## src/rtl/g5ge_pkg.sv

```systemverilog
// ----------------------------------------------------------------------------
// g5ge_pkg
// Shared types and constants of the 5x5 Gaussian blur / gradient edge block.
// ----------------------------------------------------------------------------
package g5ge_pkg;

  localparam int DEF_MAX_WIDTH  = 2048;
  localparam int DEF_MAX_HEIGHT = 2048;

  localparam int CFG_W    = 12;   // size register width
  localparam int PIX_W    = 8;
  localparam int COORD_W  = 11;   // out_col / out_row width
  localparam int SLOT_W   = 3;    // eight line slots
  localparam int ACC_W    = 17;   // 255 * 273 fits
  localparam int SQ_W     = 17;   // gx^2 + gy^2 fits
  localparam int ROOT_W   = 9;

  localparam logic [CFG_W-1:0] RESET_WIDTH  = 12'd640;
  localparam logic [CFG_W-1:0] RESET_HEIGHT = 12'd480;

  // floor(acc / 273) == (acc * 122911) >> 25 for every acc up to 255 * 273
  localparam logic [16:0] DIV_MUL   = 17'd122911;
  localparam int          DIV_SHIFT = 25;

  // configuration register indexes
  localparam logic REG_IMAGE_WIDTH  = 1'b0;
  localparam logic REG_IMAGE_HEIGHT = 1'b1;

  // input command codes
  localparam logic CMD_PIXEL = 1'b0;
  localparam logic CMD_DRAIN = 1'b1;

  localparam logic [5:0] GAUSS_K [25] = '{
    6'd1, 6'd4,  6'd7,  6'd4,  6'd1,
    6'd4, 6'd16, 6'd26, 6'd16, 6'd4,
    6'd7, 6'd26, 6'd41, 6'd26, 6'd7,
    6'd4, 6'd16, 6'd26, 6'd16, 6'd4,
    6'd1, 6'd4,  6'd7,  6'd4,  6'd1
  };

  typedef enum logic [3:0] {
    ST_IDLE,
    ST_CHECK,
    ST_READ,
    ST_FLUSH1,
    ST_FLUSH2,
    ST_SQUARE,
    ST_SUM,
    ST_ROOT,
    ST_OUT
  } state_t;

  typedef struct packed {
    logic            start;
    logic [SQ_W-1:0] value;
  } root_req_t;

  typedef struct packed {
    logic              done;
    logic [ROOT_W-1:0] root;
  } root_rsp_t;

endpackage

```

## src/rtl/g5ge_isqrt.sv

```systemverilog
// ----------------------------------------------------------------------------
// g5ge_isqrt
// Iterative floor square root, one result bit per cycle.
// ----------------------------------------------------------------------------
module g5ge_isqrt (
  input  logic                clk,
  input  logic                rst,
  input  g5ge_pkg::root_req_t req,
  output g5ge_pkg::root_rsp_t rsp
);

  localparam int RW = g5ge_pkg::SQ_W + 1;

  logic [RW-1:0] v;
  logic [RW-1:0] r;
  logic [RW-1:0] bitv;
  logic          busy;
  logic          done;
  logic [RW-1:0] trial;

  assign trial = r + bitv;

  always_ff @(posedge clk) begin
    if (rst) begin
      busy <= 1'b0;
      done <= 1'b0;
    end else begin
      done <= 1'b0;
      if (req.start) begin
        busy <= 1'b1;
        v    <= RW'(req.value);
        r    <= '0;
        bitv <= RW'(1) << (g5ge_pkg::SQ_W - 1);
      end else if (busy) begin
        if (v >= trial) begin
          v <= v - trial;
          r <= (r >> 1) + bitv;
        end else begin
          r <= r >> 1;
        end
        bitv <= bitv >> 2;
        if (bitv == RW'(1)) begin
          busy <= 1'b0;
          done <= 1'b1;
        end
      end
    end
  end

  assign rsp.done = done;
  assign rsp.root = r[g5ge_pkg::ROOT_W-1:0];

endmodule

```

## config.mk

```make
export PLATFORM = sky130hd
export DESIGN_NAME = g5ge_isqrt
export DESIGN_NICKNAME = d
export VERILOG_FILES = /design/src/rtl/g5ge_pkg.sv /design/src/rtl/g5ge_isqrt.sv
export SDC_FILE = /design/constraint.sdc
export NUM_CORES = 1
export LEC_CHECK = 0
export BUFFER_PORTS_ARGS = -buffer_cell sky130_fd_sc_hd__buf_2
export CORE_ASPECT_RATIO = 1.25
export CORE_MARGIN = 2
export CORE_UTILIZATION = 61
export CTS_CLUSTER_DIAMETER = 30
export DETAILED_ROUTE_END_ITERATION = 6
export GPL_TIMING_DRIVEN = 0
export PLACE_DENSITY = 0.81
export RECOVER_POWER = 25
export SYNTH_ARGS = -nofsm -noshare
export SYNTH_HDL_FRONTEND = slang
export SYNTH_SLANG_ARGS = --single-unit
```

## constraint.sdc

```tcl
create_clock -name clk -period 6.3 [get_ports clk]
set_clock_uncertainty 0.2 [all_clocks]
set_input_delay 1.26 -clock clk [delete_from_list [all_inputs] [get_ports clk]]
set_output_delay 1.26 -clock clk [all_outputs]
set_load 0.005 [all_outputs]
```

==> flow_metrics.py, run 1 <==
metrics = {
    "cts": {
        "clock_latency_ps": 310,
        "clock_sinks": 47,
        "root_buffer": "clkbuf_8",
        "clockBufferDepth": 2,
        "cts-buffers-inserted": 5,
        "cts-htree-levels": 2,
        "postCtsSetupRepairBufs": 0,
        "cts_hold_buf": 0,
        "cts_resized": 0,
        "clkTransAtPathRegs_ps": 90,
        "cts_tree": "yes",
    },
    "routing": {
        "wirelength_mm": 8.41,
        "via_per_inst": 5.93,
        "first_pass_iters": 4,
        "vias": 3007,
        "antenna_left": 0,
        "drcViolationCount": 0,
        "met1Wirelength_mm": 3.65,
        "dr_wl_met3_um": 303,
        "drtIter0Drc": 130,
        "top_layer_used": "met4",
        "wl_per_cell_um": 16.6,
        "wl_met2_mm": 4.27,
    },
    "placed_design": {
        "gp_congestion": 0.913,
        "dp.final_hpwl_mm": 6.27,
        "io_buffers": 29,
        "placedCellCount": 499,
        "place_area_um2": 4080,
    },
    "sta": {
        "tns_ps": 0,
        "min_period_ps": 5180,
        "slew_violations": 0,
        "finalSetupViolations": 0,
        "tightest_slew_ps": 1040,
        "max_freq_mhz": 193,
        "post-route-period-util": 0.823,
        "rsz0062_at_grt": "false",
        "finalHoldViolCount": 0,
        "worst_hold_slack_ps": 289,
        "slew_headroom": 0.304,
    },
    "worst_setup_path": {
        "max_stage_delay_ps": 720,
        "crit_family": "compound AO/OA/AOI/OAI gates",
        "slowest_stage": "o21a_1",
        "path_cells": "ha_1 -> a211oi_1 -> a211oi_1 -> a31oi_1 -> o21ai_0 -> a31oi_1 -> xor2_1 -> ha_1 -> nand3_1 -> or2_2 -> a41o_1 -> a21oi_4 -> clkbuf_8 -> o21a_1",
        "r2r_cells": 14,
        "critPathCaptureType": "flip-flop",
        "worstPathMaxFanout": 18,
        "cp-endpoint": "v[16]",
        "critical_path_depth": 14,
        "rrSetupSlack_ps": 1120,
        "cp-startpoint": "r[4]",
        "critPathBufInv": 1,
        "r2r_start": "r[4]",
        "cp.arrival_ps": 4920,
        "criticalPathCategory": "flip-flop to flip-flop",
        "worstPathRequired_ps": 6040,
        "r2r_end": "v[16]",
        "setup.worst_path.start_class": "flip-flop",
    },
    "cells_and_area": {
        "final_core_util": 0.687,
        "stdcell_count": 507,
        "syn2layout_area_growth_pct": 10.1,
        "mostFrequentLayoutCells": "45 x edfxtp_1, 40 x nand2_1, 38 x ha_1",
        "insertedDiodeCount": 0,
        "design_area_um2": 4180,
        "final_nets": 480,
        "final_common_cell": "edfxtp_1",
        "drive_above_1_share": 0.182,
    },
    "yosys": {
        "syn_nets": 443,
        "ys_async_sr_fraction": 0,
        "synth-edff-count": 45,
        "syn_area_um2": 3800,
        "yosys_register_bits": 47,
        "yosysWarnings": 0,
        "synth.yosys.seq_area_share": 0.366,
        "yosysUniqueCellTypes": 54,
        "ys.flop_type": "edfxtp_1",
        "synthCells": 384,
        "synth.avg_cell_area_um2": 9.89,
    },
    "floorplanning": {
        "pin_count": 30,
        "die_w_um": 74.6,
        "die_y_um": 92.2,
        "start_util": 0.624,
        "coreArea_um2": 6090,
        "num_rows": 32,
        "dieArea_um2": 6880,
    },
    "power": {
        "p_per_area_nw_per_um2": 307,
        "ir_drop_mv": 0.210,
        "power.net_switching_uw": 486,
        "p_int_uw": 799,
        "power_frac_clock": 0.185,
        "p_leak_uw": 0.00166,
        "switching_share": 0.378,
        "combPwrFrac": 0.476,
        "share_seq_of_total_power": 0.340,
    },
    "global_route": {
        "grt_pass1_vias": 2991,
        "grt_start_max_net_pins": 20,
        "grt_overflow": 0,
        "grt_pass1_wl_mm": 13.6,
        "grt_antenna_before_repair": 0,
        "track_usage": 0.260,
    },
    "worst_hold_path": {
        "holdPathStages": 1,
        "min_path_type": "flip-flop to flip-flop",
    },
    "outcome": {
        "status": "finished, final reports clean",
    },
    "run": {
        "drv_cap": 0,
    },
}
==> logic make-up after synthesis <==
| kind of cell | synth area share |
|---|---|
| multiplexers | 0.0112 |
| AND/OR/NAND/NOR | 0.144 |
| buffers and inverters | 0.0507 |
| flip-flops | 0.366 |
| adder cells (fa/ha/maj) | 0.130 |
| AO/OA/AOI/OAI | 0.203 |
| XOR/XNOR | 0.0945 |
==> worst min-delay path by stage <==
| stage | from | endpoint | slack (ps) |
|---|---|---|---|
| finish | busy | done | 290 |
| global placement | busy | done | 260 |
| global route | busy | done | 310 |
| detailed placement | busy | done | 280 |
| floorplan | busy | done | 250 |
| CTS | busy | done | 300 |
==> cell usage after synthesis, types with 2 or more instances <==
library cell,count,area [µm²]
a211o_2,2,20.0
and3_1,3,18.8
nand3_1,8,40.0
inv_1,11,41.3
mux2_2,2,22.5
xnor2_1,15,131
mux2i_1,2,20.0
buf_4,10,75.1
clkbuf_1,4,15.0
edfxtp_1,45,1350
a41o_1,2,20.0
a21oi_1,14,70.1
nor3b_1,2,15.0
o31ai_1,2,15.0
nor2_1,29,109
or3_1,2,12.5
xor2_1,26,228
ha_1,38,475
o21bai_1,6,45.0
clkbuf_8,2,27.5
a21o_1,4,30.0
a211oi_2,6,75.1
nand2b_1,2,12.5
buf_6,3,33.8
nand2_1,40,150
and3_2,2,15.0
a31o_2,7,61.3
a21o_2,3,26.3
a211oi_1,9,67.6
o211ai_1,2,15.0
o21ai_0,28,140
dfxtp_1,2,40.0
nor2b_1,11,68.8
a31oi_1,10,62.6
nor3_1,7,35.0
o21a_1,5,37.5
==> power by group through the flow <==
stage	sequential, µW	clock (µW)	combinational [µW]
2_1_floorplan	431	0	485
5_1_grt	441	250	679
4_1_cts	436	238	608
6_report	437	237	611
3_3_place_gp	441	0	580
3_5_place_dp	443	0	601
==> per-layer routing <==
metal | GRT usage | vias up
met4 | 0.0908 | 0
met2 | 0.456 | 73
met1 | 0.311 | 1420
li1 | - | 1499
met5 | 0 | -
met3 | 0.0451 | 15
==> state kept, by name (all words and copies together) (netlist names) <==
| name | flops |
|---|---|
| v | 18 |
| r | 18 |
| busy | 1 |
| done | 1 |
| bitv | 9 |
==> stage by stage <==
step	setup WS, ps	power, µW
detailed placement	1120	1040
CTS	1110	1280
global placement	1190	1020
global route	798	1370
floorplan	1860	916
finish	1120	1290
==> layout make-up <==
class	instances	area (µm²)
flip-flops and latches	47	1390
clock inverters	2	35.0
multi-input cells	307	2210
inverters	11	41.3
fillers	482	1900
clock buffers	6	82.6
repair buffers	30	170
well taps	85	106
plain buffers	19	141
No activity file was read; power rests on OpenSTA's default activity.
==> inputs of run 2 (changes only) <==
clock period = 5 ns   (was 6.3 ns; I/O delays follow)
==> flow_metrics.py, run 2 (synthesized netlist as in run 1, its figures left out) <==
metrics = {
    "outcome": {
        "status": "finished, final reports clean",
    },
    "routing": {
        "drcViolationCount": 0,
        "first_pass_iters": 4,
        "via_per_inst": 5.92,
        "dr_wl_met3_um": 302,
        "top_layer_used": "met4",
        "drtIter0Drc": 127,
        "wl_met2_mm": 4.27,
        "met1Wirelength_mm": 3.69,
        "vias": 3001,
        "wirelength_mm": 8.42,
        "antenna_left": 0,
        "wl_per_cell_um": 16.6,
    },
    "cts": {
        "cts-buffers-inserted": 5,
        "clock_sinks": 47,
        "cts_tree": "yes",
        "root_buffer": "clkbuf_8",
        "cts-htree-levels": 2,
        "clockBufferDepth": 2,
        "clock_latency_ps": 310,
        "clkTransAtPathRegs_ps": 90,
    },
    "placed_design": {
        "dp.final_hpwl_mm": 6.27,
        "io_buffers": 29,
        "gp_congestion": 0.913,
    },
    "sta": {
        "slew_violations": 0,
        "worst_hold_slack_ps": 288,
        "finalSetupViolations": 0,
        "tns_ps": 0,
        "slew_headroom": 0.272,
        "tightest_slew_ps": 1090,
        "min_period_ps": 4730,
        "rsz0062_at_grt": "false",
        "finalHoldViolCount": 0,
        "max_freq_mhz": 211,
        "post-route-period-util": 0.946,
    },
    "worst_setup_path": {
        "worstPathMaxFanout": 18,
        "worstPathRequired_ps": 4790,
        "cp.arrival_ps": 4520,
        "setup.worst_path.start_class": "flip-flop",
        "critPathCaptureType": "flip-flop",
        "criticalPathCategory": "flip-flop to flip-flop",
    },
    "cells_and_area": {
        "final_common_cell": "edfxtp_1",
        "multi_input_comb_area_um2": 2220,
        "syn2layout_area_growth_pct": 9.68,
        "mostFrequentLayoutCells": "45 x edfxtp_1, 40 x nand2_1, 38 x ha_1",
        "drive_above_1_share": 0.182,
        "seq_area_um2": 1390,
        "final_nets": 480,
        "largestRegisters": "r: 18 flops, v: 18 flops, bitv: 9 flops",
        "fillers": 482,
        "insertedDiodeCount": 0,
    },
    "floorplanning": {
        "pin_count": 30,
        "start_util": 0.624,
        "num_rows": 32,
        "coreArea_um2": 6090,
        "dieArea_um2": 6880,
        "die_y_um": 92.2,
        "die_w_um": 74.6,
    },
    "global_route": {
        "track_usage": 0.260,
        "grt_pass1_wl_mm": 13.6,
        "grt_pass1_vias": 2991,
        "grt_overflow": 0,
        "grt_start_max_net_pins": 20,
        "grt_antenna_before_repair": 0,
    },
    "power": {
        "p_per_area_nw_per_um2": 388,
        "ir_drop_mv": 0.264,
        "p_total_uw": 1620,
        "p_leak_uw": 0.00165,
    },
    "worst_hold_path": {
        "min_path_type": "flip-flop to flip-flop",
    },
    "run": {
        "drv_cap": 0,
    },
}
## run 2: area by class of cell
cell class / instances / share of cell area
Multi-Input combinational cell: 307 / 0.533
Sequential cell: 47 / 0.334
Timing Repair Buffer: 30 / 0.0351
Buffer: 19 / 0.0339
Tap cell: 85 / 0.0255
Clock buffer: 6 / 0.0198
Inverter: 11 / 0.00991
Clock inverter: 2 / 0.00841
## run 2: stage by stage
step                      instance area (µm²)  cells  setup slack [ps]   util
final                                    4170    507               268  0.685
after CTS                                4200    507              89.1  0.690
after global routing                     4170    507              22.4  0.685
after detailed placement                 4080    499              -176  0.670
after global placement                   4050    498              -107  0.666
after floorplan                          3800    384               559      -
## run 2: worst paths after layout
check / start / to / slack [ps] / depth (start not counted)
worst max-delay path: bitv[0] / v[17] / 270 / 16
worst min-delay path: busy / done / 290 / 1
worst max register to register: bitv[0] / v[17] / 270 / 16
worst min register to register: busy / done / 290 / 1
## run 2: worst max-delay path, stage by stage (launching register included)
cell	delay (ps)
edfxtp_1	440
ha_1	220
ha_1	210
a21o_1	200
a31o_2	260
a31o_2	270
a31oi_1	210
nor2_1	60
o21ai_0	210
xor2_1	110
ha_1	390
nand3_1	180
or2_2	350
a41o_1	250
a21oi_4	280
clkbuf_8	260
o21a_4	320
## run 2: where the power goes
part           internal, µW  switching, µW  total, µW
clock                   162            135        297
sequential              506           43.6        550
combinational           337            434        771
## run 2: metal layers
layer,global-route usage,up-vias
li1,-,1499
met1,0.311,1427
met2,0.456,62
met3,0.0451,13
met4,0.0908,0
met5,0,-
## run 2: repair_timing
action	CTS	global route
setup buffers	0	0
hold buffers	0	0
gates resized for setup	1	2
setup endpoints to repair	18	18
